**config.mk**
```make
export PLATFORM = sky130hd
export DESIGN_NAME = tensor_subview_extractor_top
export DESIGN_NICKNAME = d
export VERILOG_FILES = /design/src/sv/tse_pkg.sv /design/src/sv/tse_queue.sv /design/src/sv/tse_engine.sv /design/src/sv/tensor_subview_extractor_top.sv
export SDC_FILE = /design/constraint.sdc
export NUM_CORES = 1
export LEC_CHECK = 0
export BUFFER_PORTS_ARGS = -buffer_cell sky130_fd_sc_hd__buf_2
export CAP_MARGIN = 20
export CORE_ASPECT_RATIO = 1.2
export CORE_MARGIN = 5
export CORE_UTILIZATION = 33
export DETAILED_ROUTE_END_ITERATION = 8
export PLACE_DENSITY_LB_ADDON = 0.1
export SETUP_SLACK_MARGIN = 0.5
export SLEW_MARGIN = 20
export SYNTH_ARGS = -nofsm -noshare
export SYNTH_HDL_FRONTEND = slang
export SYNTH_SLANG_ARGS = --single-unit
```
**constraint.sdc**
```tcl
create_clock -name clk_i -period 5.7 [get_ports clk_i]
set_input_delay 0.285 -clock clk_i [delete_from_list [all_inputs] [get_ports clk_i]]
set_output_delay 0.285 -clock clk_i [all_outputs]
set_load 0.02 [all_outputs]
```
**src/sv/tse_pkg.sv**
```systemverilog
// ----------------------------------------------------------------------------
// tse_pkg
// Shared types, constants and helpers of the tensor sub-view extractor.
// ----------------------------------------------------------------------------
package tse_pkg;

  localparam int MAX_RANK = 4;
  localparam int DIM_BITS = 16;
  localparam int QDEPTH   = 2;
  localparam int QPTR_W   = $clog2(QDEPTH);
  localparam int QCNT_W   = $clog2(QDEPTH + 1);

  typedef enum logic [2:0] {
    CFG_WIDTH   = 3'd0,
    CFG_SPLAT   = 3'd1,
    CFG_IN_DIMS = 3'd2,
    CFG_OUT_DIMS = 3'd3,
    CFG_OFFSETS = 3'd4
  } cfg_idx_e;

  typedef struct packed {
    logic [2:0]  width_code;
    logic        splat;
    logic [63:0] in_dims;
    logic [63:0] out_dims;
    logic [63:0] offsets;
  } cfg_t;

  typedef struct packed {
    logic [7:0] data;
    logic       last;
  } beat_t;

  typedef logic [MAX_RANK-1:0][DIM_BITS-1:0] coords_t;

  function automatic logic [DIM_BITS-1:0] dim_field(logic [63:0] r, int d);
    logic [63:0] s;
    s = r >> (d * DIM_BITS);
    if (d * DIM_BITS >= 64) begin
      return '0;
    end
    return s[DIM_BITS-1:0];
  endfunction

endpackage

```
**src/sv/tse_queue.sv**
```systemverilog
// ----------------------------------------------------------------------------
// tse_queue
// Short first-in first-out queue of beats with a full flag.
// ----------------------------------------------------------------------------
module tse_queue (
  input  logic          clk_i,
  input  logic          rst_ni,
  input  logic          push_i,
  input  tse_pkg::beat_t push_data_i,
  input  logic          pop_i,
  output logic          valid_o,
  output logic          full_o,
  output tse_pkg::beat_t data_o
);
  import tse_pkg::*;

  beat_t             mem_q [QDEPTH];
  logic [QPTR_W-1:0] wr_q, rd_q;
  logic [QCNT_W-1:0] cnt_q;
  logic              do_push, do_pop;

  assign valid_o = cnt_q != '0;
  assign full_o  = cnt_q == QCNT_W'(QDEPTH);
  assign data_o  = mem_q[rd_q];
  assign do_push = push_i && !full_o;
  assign do_pop  = pop_i && valid_o;

  always_ff @(posedge clk_i or negedge rst_ni) begin
    if (!rst_ni) begin
      wr_q  <= '0;
      rd_q  <= '0;
      cnt_q <= '0;
    end else begin
      if (do_push) begin
        wr_q <= (wr_q == QPTR_W'(QDEPTH - 1)) ? '0 : wr_q + 1'b1;
      end
      if (do_pop) begin
        rd_q <= (rd_q == QPTR_W'(QDEPTH - 1)) ? '0 : rd_q + 1'b1;
      end
      cnt_q <= cnt_q + QCNT_W'(do_push) - QCNT_W'(do_pop);
    end
  end

  always_ff @(posedge clk_i) begin
    if (do_push) begin
      mem_q[wr_q] <= push_data_i;
    end
  end

endmodule

```
**src/sv/tse_engine.sv**
```systemverilog
// ----------------------------------------------------------------------------
// tse_engine
// Back part: walks element coordinates, selects window elements and packs them.
// ----------------------------------------------------------------------------
module tse_engine (
  input  logic           clk_i,
  input  logic           rst_ni,
  input  tse_pkg::cfg_t  cfg_i,
  input  logic           head_valid_i,
  input  tse_pkg::beat_t head_i,
  output logic           pop_o,
  input  logic           out_room_i,
  output logic           push_o,
  output tse_pkg::beat_t push_data_o
);
  import tse_pkg::*;

  coords_t    coords_q, coords_d, coords_adv;
  logic [2:0] bie_q, bie_d, elem_q, elem_d, fill_q, fill_d;
  logic [7:0] pack_q, pack_d, pb_new, v8;
  logic       done_q, done_d;
  logic [2:0] code;
  logic [3:0] bits, per_byte, mask, bpe, fill_inc, elem_inc, bie_inc;
  logic [5:0] shamt, sh;
  logic       inwin, islast, tensor_end, going, take, flush, elem_end, step;
  logic [DIM_BITS-1:0] c, o, n, rel;

  assign code     = (cfg_i.width_code == 3'd7) ? 3'd6 : cfg_i.width_code;
  assign bits     = 4'd1 << code[1:0];
  assign per_byte = 4'd8 >> code[1:0];
  assign mask     = (4'd1 << bits) - 4'd1;
  assign bpe      = 4'd1 << (code - 3'd3);
  assign step     = head_valid_i && out_room_i;

  always_comb begin
    inwin  = 1'b1;
    islast = 1'b1;
    for (int d = 0; d < MAX_RANK; d++) begin
      c   = coords_q[d];
      o   = dim_field(cfg_i.offsets, d);
      n   = dim_field(cfg_i.out_dims, d);
      rel = c - o;
      if (c < o || rel >= n) begin
        inwin = 1'b0;
      end
      if (rel != n - 1'b1) begin
        islast = 1'b0;
      end
    end
    islast = islast && inwin;
  end

  always_comb begin
    coords_adv = coords_q;
    going      = 1'b1;
    for (int d = 0; d < MAX_RANK; d++) begin
      if (going) begin
        if ({1'b0, coords_q[d]} + 1'b1 < {1'b0, dim_field(cfg_i.in_dims, d)}) begin
          coords_adv[d] = coords_q[d] + 1'b1;
          going         = 1'b0;
        end else begin
          coords_adv[d] = '0;
        end
      end
    end
    tensor_end = going;
  end

  assign take     = !done_q && inwin;
  assign shamt    = 6'(elem_q) * 6'(bits);
  assign v8       = head_i.data >> shamt;
  assign sh       = 6'(fill_q) * 6'(bits);
  assign pb_new   = (sh < 6'd8) ? (pack_q | ({4'b0, v8[3:0] & mask} << sh[2:0])) : pack_q;
  assign fill_inc = {1'b0, fill_q} + 4'd1;
  assign flush    = (fill_inc >= per_byte) || islast;
  assign elem_inc = {1'b0, elem_q} + 4'd1;
  assign bie_inc  = {1'b0, bie_q} + 4'd1;
  assign elem_end = bie_inc >= bpe;

  always_comb begin
    coords_d    = coords_q;
    bie_d       = bie_q;
    elem_d      = elem_q;
    fill_d      = fill_q;
    pack_d      = pack_q;
    done_d      = done_q;
    pop_o       = 1'b0;
    push_o      = 1'b0;
    push_data_o = head_i;
    if (step) begin
      if (cfg_i.splat) begin
        push_o = 1'b1;
        pop_o  = 1'b1;
      end else if (code < 3'd3) begin
        if (take) begin
          if (flush) begin
            push_o      = 1'b1;
            push_data_o = '{data: pb_new, last: islast};
            pack_d      = '0;
            fill_d      = '0;
            done_d      = done_q || islast;
          end else begin
            pack_d = pb_new;
            fill_d = fill_inc[2:0];
          end
        end
        if (tensor_end) begin
          coords_d = '0;
          bie_d    = '0;
          pack_d   = '0;
          fill_d   = '0;
          done_d   = 1'b0;
          elem_d   = '0;
          pop_o    = 1'b1;
        end else begin
          coords_d = coords_adv;
          if (elem_inc >= per_byte) begin
            elem_d = '0;
            pop_o  = 1'b1;
          end else begin
            elem_d = elem_inc[2:0];
          end
        end
      end else begin
        pop_o = 1'b1;
        if (take) begin
          push_o      = 1'b1;
          push_data_o = '{data: head_i.data, last: islast && elem_end};
          done_d      = done_q || (islast && elem_end);
        end
        if (elem_end) begin
          bie_d = '0;
          if (tensor_end) begin
            coords_d = '0;
            pack_d   = '0;
            fill_d   = '0;
            done_d   = 1'b0;
          end else begin
            coords_d = coords_adv;
          end
        end else begin
          bie_d = bie_inc[2:0];
        end
      end
    end
  end

  always_ff @(posedge clk_i or negedge rst_ni) begin
    if (!rst_ni) begin
      coords_q <= '0;
      bie_q    <= '0;
      elem_q   <= '0;
      fill_q   <= '0;
      pack_q   <= '0;
      done_q   <= 1'b0;
    end else begin
      coords_q <= coords_d;
      bie_q    <= bie_d;
      elem_q   <= elem_d;
      fill_q   <= fill_d;
      pack_q   <= pack_d;
      done_q   <= done_d;
    end
  end

endmodule

```
**src/sv/tensor_subview_extractor_top.sv**
```systemverilog
// ----------------------------------------------------------------------------
// tensor_subview_extractor_top
// Extracts a window from a streamed dense tensor of up to four dimensions.
// ----------------------------------------------------------------------------
// Input bytes arrive in memory order on the in channel (valid/stall); each
// beat carries one storage byte and a last flag used in splat mode. Packed
// window bytes leave on the out channel (valid/stall) with a last flag on the
// final byte. Registers are written through the cfg channel (valid/ready,
// always ready) by index; the user must write them only while the block is
// idle, as the block itself does not enforce it. An input beat enters a
// two-entry queue; while the output queue has room, the engine takes one byte
// a cycle for elements of 8 bits or more and in splat mode, and one element a
// cycle for 1, 2 or 4 bit elements, popping such a byte once all its elements
// are taken or the tensor ends. The result sits in a two-entry output queue.
// When the receiver stalls, the output queue fills, the engine halts and the
// input queue then raises in_stall_o. Reset empties both queues, clears the
// coordinates and packing state and restores the register defaults.
// ----------------------------------------------------------------------------
module tensor_subview_extractor_top (
  input  logic        clk_i,
  input  logic        rst_ni,
  input  logic        in_valid_i,
  output logic        in_stall_o,
  input  logic [7:0]  in_byte_i,
  input  logic        in_last_i,
  output logic        out_valid_o,
  input  logic        out_stall_i,
  output logic [7:0]  out_byte_o,
  output logic        out_last_o,
  input  logic        cfg_valid_i,
  output logic        cfg_ready_o,
  input  logic [2:0]  cfg_index_i,
  input  logic [63:0] cfg_data_i
);
  import tse_pkg::*;

  cfg_t  cfg_q;
  beat_t head, res, outb;
  logic  head_valid, pop, push, out_full;

  assign cfg_ready_o = 1'b1;

  always_ff @(posedge clk_i or negedge rst_ni) begin
    if (!rst_ni) begin
      cfg_q.width_code <= 3'd3;
      cfg_q.splat      <= 1'b0;
      cfg_q.in_dims    <= 64'h0001_0001_0001_0001;
      cfg_q.out_dims   <= 64'h0001_0001_0001_0001;
      cfg_q.offsets    <= '0;
    end else if (cfg_valid_i) begin
      unique case (cfg_index_i)
        CFG_WIDTH:    cfg_q.width_code <= cfg_data_i[2:0];
        CFG_SPLAT:    cfg_q.splat      <= cfg_data_i[0];
        CFG_IN_DIMS:  cfg_q.in_dims    <= cfg_data_i;
        CFG_OUT_DIMS: cfg_q.out_dims   <= cfg_data_i;
        CFG_OFFSETS:  cfg_q.offsets    <= cfg_data_i;
        default: ;
      endcase
    end
  end

  tse_queue u_in_q (
    .clk_i       (clk_i),
    .rst_ni      (rst_ni),
    .push_i      (in_valid_i),
    .push_data_i ('{data: in_byte_i, last: in_last_i}),
    .pop_i       (pop),
    .valid_o     (head_valid),
    .full_o      (in_stall_o),
    .data_o      (head)
  );

  tse_engine u_engine (
    .clk_i        (clk_i),
    .rst_ni       (rst_ni),
    .cfg_i        (cfg_q),
    .head_valid_i (head_valid),
    .head_i       (head),
    .pop_o        (pop),
    .out_room_i   (!out_full),
    .push_o       (push),
    .push_data_o  (res)
  );

  tse_queue u_out_q (
    .clk_i       (clk_i),
    .rst_ni      (rst_ni),
    .push_i      (push),
    .push_data_i (res),
    .pop_i       (!out_stall_i),
    .valid_o     (out_valid_o),
    .full_o      (out_full),
    .data_o      (outb)
  );

  assign out_byte_o = outb.data;
  assign out_last_o = outb.last;

endmodule

```
==> run summary, run 1 <==
Ys async rst share = 0.888
IO Port Bufs = 91
Power density over the cells = 349 mW/mm^2
Top FF cell, synth = dfrtp_1
Outcome = finished clean
CTS H-tree depth = 2
Layout Nets = 3148
Max_cap viols = 0
Pin count of the biggest net entering global routing = 125
Detail Route Antenna Nets = 0
Clock skew = 0.0217 ns
Synth top area share = 0.292
Wire per inst = 18.8 microns
CP required = 5.97 ns
Initial DRC count = 987
Seq/Total Area, Yosys = 0.349
Finish-stage setup viols = 0
Share of cells above drive strength 1 = 0.187
Number of synthesized register bits = 322
GRT Overall Usage = 0.183
Synthesized instance count = 2606
First-pass GRT wire length = 113 mm
Die Area = 0.0771 sq mm
Most frequent cell after synthesis = nand2_1
Max Fclk = 192 MHz
Post-Syn Area = 0.0236 sq mm
Crit Path Max Fanout = 9
Post-synth cell types = 88
CTS sink cnt = 322
Area grow syn2layout = 20.9%
Pre-CTS setup slack = -0.0513 ns
Synth cell count leaders = 313 x nand2_1, 276 x dfrtp_1, 267 x o21ai_0
Worst Setup End Kind = flop
Diodes inserted = 0
Initial antenna violation count = 0
Clk pin slew, worst setup/hold paths = 0.06 ns
Max_slew headroom = 0.297
Leak pwr = 13.0 nW
WL final = 71.1 mm
Global route overflow = 0
Final weighted congestion in routability-driven placement = 0.906
YS warnings = 0
WS Path Type = flop to flop
Hold Path Class = input port to flop
Worst-Skew Late Latency = 0.57 ns
Initial Util = 0.333
Final WS setup = 0.485 ns
Fin crit share = 0.915
Drt drc = 0
Total power draw = 9.98 mW
Vias in the first global route = 19793
Cts bufs inserted = 40
Max clock buf depth = 3
Area contributors post-synth = dfrtp_1 29%, ha_1 12%, xnor2_1 5.8%
CP Data Arrival Time = 5.49 ns
Area of the core = 0.0710 sq mm
Cell row count = 107
CTS root buf = clkbuf_16
Post-Syn Area per Cell = 9.06 sq um
Post-Syn Nets = 2925
Vias = 19240
Via density = 5.08
Placed Instance Area = 0.0256 sq mm
RSZ-0062 raised after global routing = true
DRT Pass-1 Iters = 5
Fin. max-slew vios = 0
Die H = 303 microns
EDFF count, synth = 36
Worst slew pin tran = 1.05 ns
CTS tree = done
Die Wd = 254 microns
Crit path launch type = flop
Post-DP HPWL = 55.4 mm
VDD IR-drop max = 0.000275 V
Hold Fails Final Rpt = 0
Fin area = 0.0286 sq mm
Final min period = 5.22 ns
Leading area contributor after synthesis = dfrtp_1
Ports = 93
-- power by group --
group,internal [mW],switching (mW)
registers,2.79,0.338
logic,1.84,2.50
clock network,1.47,1.04
total,6.10,3.87
-- through the flow --
stage / instances / hold slack, ns / setup TNS (ns) / util
2_1_floorplan: 2606 / -0.0106 / 0 / -
3_3_place_gp: 3614 / 0.238 / 0 / 0.360
3_5_place_dp: 3614 / 0.237 / -0.394 / 0.360
4_1_cts: 3771 / 0.00615 / 0 / 0.397
5_1_grt: 3785 / 0.0153 / 0 / 0.403
6_report: 3785 / 0.0262 / 0 / 0.403
-- flip-flops by register name, indices dropped and copies added (netlist names), 2 cells and up --
name	cells
cfg_q	196
u_engine.bie_q	3
u_engine.c	16
u_engine.coords_q	48
u_engine.elem_q	3
u_engine.fill_q	3
u_engine.pack_q	8
u_in_q.cnt_q	2
u_in_q.mem_q	18
u_out_q.cnt_q	2
u_out_q.mem_q	18
-- layout by cell type (no fill, tap or decap), types with 15 or more instances in the layout --
cell	count
xnor2_1	153
mux2_2	89
o211ai_1	18
a21o_1	47
xnor3_1	19
nor3_1	37
inv_1	233
dfrtp_2	15
nor2_1	102
nand2_1	310
nand4_1	46
nor2b_1	20
nand3_1	84
ha_1	197
and3_1	32
a21oi_1	88
buf_2	90
o21ai_0	255
dfrtp_1	261
ha_4	27
mux2i_1	16
dlygate4sd3_1	59
xor2_1	44
o21a_1	15
nand2b_1	36
edfxtp_1	36
and2_1	19
nor4_1	18
clkbuf_16	41
buf_4	102
-- area by class of cell --
class	instances	area (sq um)
Tap cell	926	1160
Multi-Input combinational cell	1966	15000
Clock inverter	19	150
Fill cell	7035	42400
Clock buffer	53	1120
Inverter	240	901
Timing Repair Buffer	259	1940
Sequential cell	322	8270
-- metal layers --
metal,vias to the layer above,share of wire,track usage
li1,9598,-,-
met1,9285,0.45,0.238
met2,271,0.50,0.327
met3,86,0.027,0.0200
met4,0,0.023,0.0437
met5,-,0,0
-- critical path: stages (launching register included) --
cell	delay, ns
dfrtp_1	0.35
inv_1	0.08
ha_4	0.18
fa_2	0.36
nor2b_2	0.14
o31a_1	0.26
buf_6	0.15
o211ai_1	0.10
and3_4	0.20
nor2_2	0.16
ha_4	0.23
nand4_1	0.11
nand3_1	0.10
a41o_1	0.24
or4_4	0.53
or4_4	0.50
nor4_4	0.24
and3b_1	0.18
and4_1	0.19
nand4_1	0.17
nand2_2	0.17
and2_4	0.16
buf_12	0.12
-- kinds of logic (layout without fill, tap and decap cells) --
kind of cell | count (synthesis) | after routing | share of synthesized area
adder cells (fa/ha/maj) | 238 | 238 | 0.129
AND/OR/NAND/NOR | 813 | 813 | 0.169
other | 1 | 1 | 0.000159
flip-flops | 322 | 322 | 0.349
multiplexers | 116 | 116 | 0.0557
buffers and inverters | 318 | 571 | 0.0516
XOR/XNOR | 223 | 223 | 0.0960
AO/OA/AOI/OAI | 575 | 575 | 0.149
-- repair_timing --
item	4_1_cts	5_1_grt
gates resized for setup	107	65
gates cloned	0	0
pin swaps	49	34
setup endpoints to repair	51	51
hold buffers	59	0
endpoints found under the hold margin	184	0
buffers inserted	26	14
-- worst paths after layout --
check	start	to	slack, ns	cells past startpoint
worst max register to register	u_engine.c[0]	u_out_q.mem_q[1][3]	0.48	22
worst min register to register	u_engine.pack_q[6]	u_engine.pack_q[6]	0.49	2
max in group asynchronous	rst_ni	u_engine.coords_q[34]	4.33	3
worst max-delay path	u_engine.c[0]	u_out_q.mem_q[1][3]	0.48	22
worst min-delay path	cfg_data_i[57]	cfg_q[57]	0.03	3
min in group asynchronous	rst_ni	cfg_q[165]	0.24	2
Power figures use the tool's default switching activity.
==> inputs of run 2 (changes only) <==
--- a/config.mk
+++ b/config.mk
@@ -6,7 +6,8 @@
 export NUM_CORES = 1
 export LEC_CHECK = 0
 export BUFFER_PORTS_ARGS = -buffer_cell sky130_fd_sc_hd__buf_2
-export CAP_MARGIN = 20
+export CELL_PAD_IN_SITES_DETAIL_PLACEMENT = 1
+export CELL_PAD_IN_SITES_GLOBAL_PLACEMENT = 1
 export CORE_ASPECT_RATIO = 1.2
 export CORE_MARGIN = 5
 export CORE_UTILIZATION = 33
==> constraint.sdc (replaced) <==
create_clock -name clk_i -period 6.1 [get_ports clk_i]
set_input_delay 0.305 -clock clk_i [delete_from_list [all_inputs] [get_ports clk_i]]
set_output_delay 0.305 -clock clk_i [all_outputs]
set_load 0.02 [all_outputs]
==> run summary, run 2 (synthesized netlist as in run 1, its figures left out) <==
Non-Filler Instances = 3710 (-2.0%)
Stages on worst setup path = 21 (-4.5%)
Switching share of total power = 0.394 (+0.00546)
Reg area = 0.00826 sq mm (-0.14%)
Pin count of the biggest net entering global routing = 125 (unchanged)
Reg2reg start = u_engine.coords_q[35]
Worst Path Buf+Inv = 3 (unchanged)
R2r setup slk = 0.68 ns (+0.19 ns)
Die H = 303 microns (unchanged)
Wire per inst = 20.3 microns (+8.0%)
Final min period = 5.42 ns (+0.205 ns)
Die Area = 0.0771 sq mm (unchanged)
Hold Path Stages = 3 (unchanged)
Cell row count = 107 (unchanged)
Global route overflow = 0 (unchanged)
Final weighted congestion in routability-driven placement = 0.886 (-2.2%)
WS Path Type = flop to flop
Crit path launch type = flop
Int Pwr = 5.57 mW (-8.7%)
Finish-stage setup viols = 0 (unchanged)
Drt drc = 0 (unchanged)
Max Fclk = 184 MHz (-3.8%)
CP Data Arrival Time = 5.81 ns (+0.32 ns)
GRT Overall Usage = 0.193 (+0.0103)
Total power draw = 9.19 mW (-7.9%)
Biggest register = cfg_q
RSZ-0062 raised after global routing = false
Hold Path Class = input port to flop
FILL cells = 8152 (+16%)
Detail Route Antenna Nets = 0 (unchanged)
Layout Nets = 3072 (-2.4%)
Max_slew headroom = 0.282 (-0.0152)
Most frequent cells in the layout = 312 x nand2_1, 270 x dfrtp_1, 260 x o21ai_0
Max_cap viols = 0 (unchanged)
Vias = 19400 (+0.83%)
Crit Path Max Fanout = 7 (-2)
CP Launch Point = u_engine.coords_q[35]
P_sw = 3.62 mW (-6.6%)
Leak pwr = 12.6 nW (-2.9%)
Post-DP HPWL = 59.5 mm (+7.4%)
Placed Instance Area = 0.0253 sq mm (-1.1%)
Max clock buf depth = 3 (unchanged)
Worst Setup End Kind = flop
Share of cells above drive strength 1 = 0.152 (-0.0351)
CP peak stage delay = 0.59 ns (+0.06 ns)
CP required = 6.49 ns (+0.52 ns)
Outcome = finished clean
Initial DRC count = 964 (-2.3%)
Ports = 93 (unchanged)
CTS sink cnt = 322 (unchanged)
Area grow syn2layout = 16.6%
Worst slew pin tran = 1.08 ns (+0.0228 ns)
Worst Setup EP = u_out_q.mem_q[0][5]
Die Wd = 254 microns (unchanged)
Inst Count DP = 3583 (-0.86%)
DRT Pass-1 Iters = 7 (+2)
Fin area = 0.0275 sq mm (-3.6%)
Part of the power in registers = 0.319 (+0.006)
Largest registers = cfg_q: 196 flops, u_engine.coords_q: 48 flops
Clk pin slew, worst setup/hold paths = 0.06 ns (about the same)
IO Port Bufs = 91 (unchanged)
Most common cell after layout, fill and taps aside = nand2_1
CTS H-tree depth = 2 (unchanged)
Area of the core = 0.0710 sq mm (unchanged)
Reg-to-Reg End = u_out_q.mem_q[0][5]
Worst-Skew Late Latency = 0.56 ns (about the same)
First-pass GRT wire length = 118 mm (+5.0%)
Largest register FFs = 196 (unchanged)
Vias in the first global route = 20807 (+5.1%)
Top Family by Delay on Critical Path = simple AND/OR/NAND/NOR gates
Power density over the cells = 334 mW/mm^2 (-4.4%)
Hold Fails Final Rpt = 0 (unchanged)
CTS tree = done
Fin. max-slew vios = 0 (unchanged)
R2R depth = 21 (-4.5%)
Crit path cell chain = ha_4 -> o211ai_1 -> a21o_1 -> a211oi_2 -> nor3_4 -> buf_4 -> xnor2_4 -> inv_1 -> ha_1 -> nand2_1 -> nor3_2 -> and3_1 -> a22o_1 -> nand4b_1 -> nor4_2 -> o21ai_1 -> or4_1 -> or4_4 -> a21oi_4 -> buf_12 -> mux2i_4
WL final = 75.3 mm (+5.9%)
Multi-input gate area = 0.0147 sq mm (-2.3%)
Clk pwr share = 0.251 (about the same)
CTS root buf = clkbuf_16
Clock skew = 0.0216 ns (-0.000113 ns)
Initial antenna violation count = 2 (+2)
VDD IR-drop max = 0.000223 V (-19%)
Comb pwr share = 0.430 (-0.005)
Via density = 5.23 (+2.9%)
Fin crit share = 0.889 (-0.0264)
Hold WS = 0.0261 ns (-0.0000904 ns)
Worst-path cell with the longest stage delay = or4_4
Initial Util = 0.333 (unchanged)
Cts bufs inserted = 40 (unchanged)
## run 2: cell types whose count changed in the layout (fill, tap and decap cells not counted), moves of 9 or more
cell,before,now
buf_4,102,56
dfrtp_1,261,270
dfrtp_2,15,6
dlygate4sd3_1,59,32
ha_1,197,212
ha_4,27,15
## run 2: stage by stage
step | utilization | setup slack, ns | setup TNS (ns)
final | 0.388 | 0.679 | 0
after global routing | 0.388 | 0.463 | 0
after CTS | 0.381 | 0.528 | 0
after detailed placement | 0.356 | -0.0136 | -0.119
after global placement | 0.356 | 0.239 | 0
after floorplan | - | 0.627 | 0
## run 2: cell type report
class / count / area share
diodes: 1 / 0.0000909
clock buffers: 57 / 0.0413
clock inverters: 15 / 0.00382
inverters: 240 / 0.0327
multi-input cells: 1966 / 0.534
flip-flops and latches: 322 / 0.300
well taps: 926 / 0.0421
repair buffers: 183 / 0.0464
## run 2: how the worst min path moves through the flow
stage / start / end / slack (ns)
2_1_floorplan: rst_ni / cfg_q[0] / 0.009
3_5_place_dp: rst_ni / cfg_q[162] / 0.36
3_3_place_gp: rst_ni / cfg_q[162] / 0.35
6_report: cfg_data_i[29] / cfg_q[157] / 0.03
4_1_cts: cfg_data_i[29] / cfg_q[157] / 0.0002
5_1_grt: cfg_data_i[17] / cfg_q[145] / 0.01
## run 2: worst reg2reg max path: cells and delay by family, from the launching register on
family	cells	cell delay, ns
xor gates and xnor gates	1	0.23
muxes	1	0.24
buffers and inverters	3	0.42
DFF	1	0.48
adders and majority gates	2	0.65
and+or+nand+nor	8	2.02
AOI/OAI and AO/OA	6	1.22
## run 2: routing by layer
metal | track usage | share of wire
met5 | 0 | 0.00017
met4 | 0.0527 | 0.027
met3 | 0.0248 | 0.027
met2 | 0.351 | 0.51
met1 | 0.241 | 0.43
## run 2: repair_timing
item / 4_1_cts / 5_1_grt
gates cloned: 0 / 0
resized for setup: 34 / 73
setup endpoints to repair: 50 / 51
pin swaps: 6 / 29
setup buffers: 5 / 17
hold buffers: 32 / 0
endpoints found under the hold margin: 125 / 0
## run 2: power groups by stage
stage	clock network, mW	registers, mW	logic [mW]
after floorplan	0	2.82	2.62
after global placement	0	2.95	3.72
after detailed placement	0	2.97	3.82
after CTS	2.39	2.94	3.90
after global routing	2.48	2.98	4.37
final	2.31	2.93	3.95
==> inputs of run 3 (changes only) <==
--- a/config.mk
+++ b/config.mk
@@ -8,7 +8,6 @@
 export BUFFER_PORTS_ARGS = -buffer_cell sky130_fd_sc_hd__buf_2
 export CELL_PAD_IN_SITES_DETAIL_PLACEMENT = 1
 export CELL_PAD_IN_SITES_GLOBAL_PLACEMENT = 1
-export CORE_ASPECT_RATIO = 1.2
 export CORE_MARGIN = 5
 export CORE_UTILIZATION = 33
 export DETAILED_ROUTE_END_ITERATION = 8
==> run summary, run 3 (synthesized netlist as in run 1, its figures left out) <==
RSZ-0062 raised after global routing = true
Share of cells above drive strength 1 = 0.175 (+0.0230)
Hold Fails Final Rpt = 0 (unchanged)
Die H = 278 microns (-8.4%)
Final min period = 5.47 ns (+0.0446 ns)
Global route overflow = 0 (unchanged)
CTS tree = done
Wire per inst = 20.3 microns (about the same)
Int Pwr = 5.80 mW (+4.1%)
Power density over the cells = 335 mW/mm^2 (+0.32%)
Ports = 93 (unchanged)
Drt drc = 0 (unchanged)
Largest registers = cfg_q: 196 flops, u_engine.coords_q: 48 flops
Max Fclk = 183 MHz (-0.82%)
CTS H-tree depth = 2 (unchanged)
Fin. max-slew vios = 0 (unchanged)
Outcome = finished clean
Final weighted congestion in routability-driven placement = 0.885 (-0.11%)
Die Wd = 278 microns (+9.2%)
CTS root buf = clkbuf_16
Worst slew pin tran = 1.10 ns (+0.0232 ns)
VDD IR-drop max = 0.000208 V (-6.7%)
Clk pwr share = 0.262 (+0.011)
Diodes inserted = 0 (-1)
Hold Path Class = input port to flop
Sum Neg Setup Slack = 0 ns (unchanged)
Largest register FFs = 196 (unchanged)
Max_slew headroom = 0.267 (-0.0154)
First-pass GRT wire length = 121 mm (+2.4%)
Max clock buf depth = 3 (unchanged)
Area grow syn2layout = 20.4%
Biggest register = cfg_q
Worst-Skew Late Latency = 0.59 ns (+0.03 ns)
Vias in the first global route = 21053 (+1.2%)
WL final = 77.0 mm (+2.2%)
CTS sink cnt = 322 (unchanged)
GRT Overall Usage = 0.195 (+0.00163)
Most common cell after layout, fill and taps aside = nand2_1
Final WS setup = 0.635 ns (-0.0446 ns)
Via density = 5.19 (-0.74%)
Layout Nets = 3130 (+1.9%)
Leak pwr = 12.9 nW (+2.6%)
R2R depth = 19 (-9.5%)
DRT Pass-1 Iters = 6 (-1)
Part of the power in registers = 0.308 (-0.011)
Initial antenna violation count = 1 (-1)
Most frequent cells in the layout = 312 x nand2_1, 263 x dfrtp_1, 253 x o21ai_0
Switching share of total power = 0.391 (-0.00311)
Cell row count = 98 (-8.4%)
Area of the core = 0.0712 sq mm (+0.40%)
CP required = 6.50 ns (about the same)
Vias = 19697 (+1.5%)
Hold Path Stages = 3 (unchanged)
P_sw = 3.72 mW (+2.8%)
Post-DP HPWL = 60.1 mm (+1.0%)
Initial DRC count = 831 (-14%)
Clk pin slew, worst setup/hold paths = 0.06 ns (about the same)
Clock skew = 0.0260 ns (+0.00436 ns)
Worst Setup End Kind = flop
Initial Util = 0.332 (-0.00133)
Crit Path Max Fanout = 7 (unchanged)
Cts bufs inserted = 42 (+5.0%)
Finish-stage setup viols = 0 (unchanged)
IO Port Bufs = 91 (unchanged)
Comb pwr share = 0.430 (about the same)
Pin count of the biggest net entering global routing = 154 (+23%)
Die Area = 0.0770 sq mm (about the same)
Fin crit share = 0.896 (+0.00731)
WS Path Type = flop to flop
Crit path launch type = flop
Detail Route Antenna Nets = 0 (unchanged)
Max_cap viols = 0 (unchanged)
CP Data Arrival Time = 5.87 ns (+0.06 ns)
Pre-CTS setup slack = -0.0100 ns (+0.00350 ns)
==> run 3: changes by cell type in the layout (fill, tap and decap cells not counted), moves of 7 or more <==
| cell | before | now |
|---|---|---|
| dfrtp_1 | 270 | 263 |
| o21ai_0 | 260 | 253 |
| buf_4 | 56 | 81 |
| dfrtp_2 | 6 | 13 |
| ha_1 | 212 | 198 |
| dlygate4sd3_1 | 32 | 62 |
| ha_4 | 15 | 23 |
==> run 3: worst paths after layout <==
path                       slack [ns]                  start               endpoint
setup / recovery                 0.63  u_engine.coords_q[40]    u_out_q.mem_q[1][1]
setup reg to reg                 0.63  u_engine.coords_q[40]    u_out_q.mem_q[1][1]
max in group asynchronous        4.39                 rst_ni          u_engine.c[9]
hold / removal                   0.03         cfg_data_i[29]             cfg_q[157]
hold reg to reg                  0.48     u_engine.pack_q[7]     u_engine.pack_q[7]
min in group asynchronous        0.31                 rst_ni  u_engine.coords_q[33]
==> run 3: layout make-up <==
cell class | instances | area (sq um)
well taps | 950 | 1190
multi-input cells | 1966 | 14900
inverters | 240 | 901
clock buffers | 61 | 1180
repair buffers | 239 | 1770
flip-flops and latches | 322 | 8270
clock inverters | 17 | 186
fillers | 8149 | 42800
==> run 3: power by group through the flow <==
stage          combinational, mW  sequential (mW)  clock, mW
3_3_place_gp                3.74             2.95          0
3_5_place_dp                3.82             2.97          0
6_report                    4.09             2.93       2.50
2_1_floorplan               2.62             2.82          0
4_1_cts                     3.91             2.93       2.60
5_1_grt                     4.54             2.98       2.68
==> run 3: worst max-delay path, cell delays in order (launching register included) <==
cell	delay, ns
dfrtp_1	0.42
ha_4	0.30
buf_4	0.14
nand2_1	0.14
nor3_2	0.21
mux2_2	0.39
a2111oi_4	0.45
ha_1	0.30
nand2_1	0.09
nor3_2	0.06
and3_1	0.14
a22o_1	0.25
nand4b_1	0.19
nor4_2	0.34
o21ai_1	0.12
or4_1	0.53
or4_4	0.60
a21oi_4	0.21
buf_12	0.18
mux2i_1	0.23
==> run 3: layer usage <==
layer | vias up | GRT usage | wire length (microns)
met5 | - | 0 | 0
met4 | 0 | 0.0482 | 1870
met3 | 88 | 0.0252 | 2170
met2 | 213 | 0.340 | 37500
met1 | 9813 | 0.258 | 35500
li1 | 9583 | - | -
==> run 3: per-stage QoR <==
step	power, mW	hold WS (ns)	area (sq um)	instances	utilization
after floorplan	5.44	0.00941	23600	2606	-
after global placement	6.70	0.379	25300	3609	0.355
after detailed placement	6.79	0.374	25300	3609	0.355
after CTS	9.44	0.000324	27400	3752	0.385
after global routing	10.2	0.0162	28400	3795	0.399
final	9.52	0.0300	28400	3795	0.399
==> run 3: timing repair <==
| action | CTS | global route |
|---|---|---|
| buffers inserted | 3 | 43 |
| hold endpoints to repair | 215 | 0 |
| hold buffers | 62 | 0 |
| pin swaps | 4 | 52 |
| resized for setup | 26 | 144 |
| endpoints found under the setup margin | 50 | 52 |
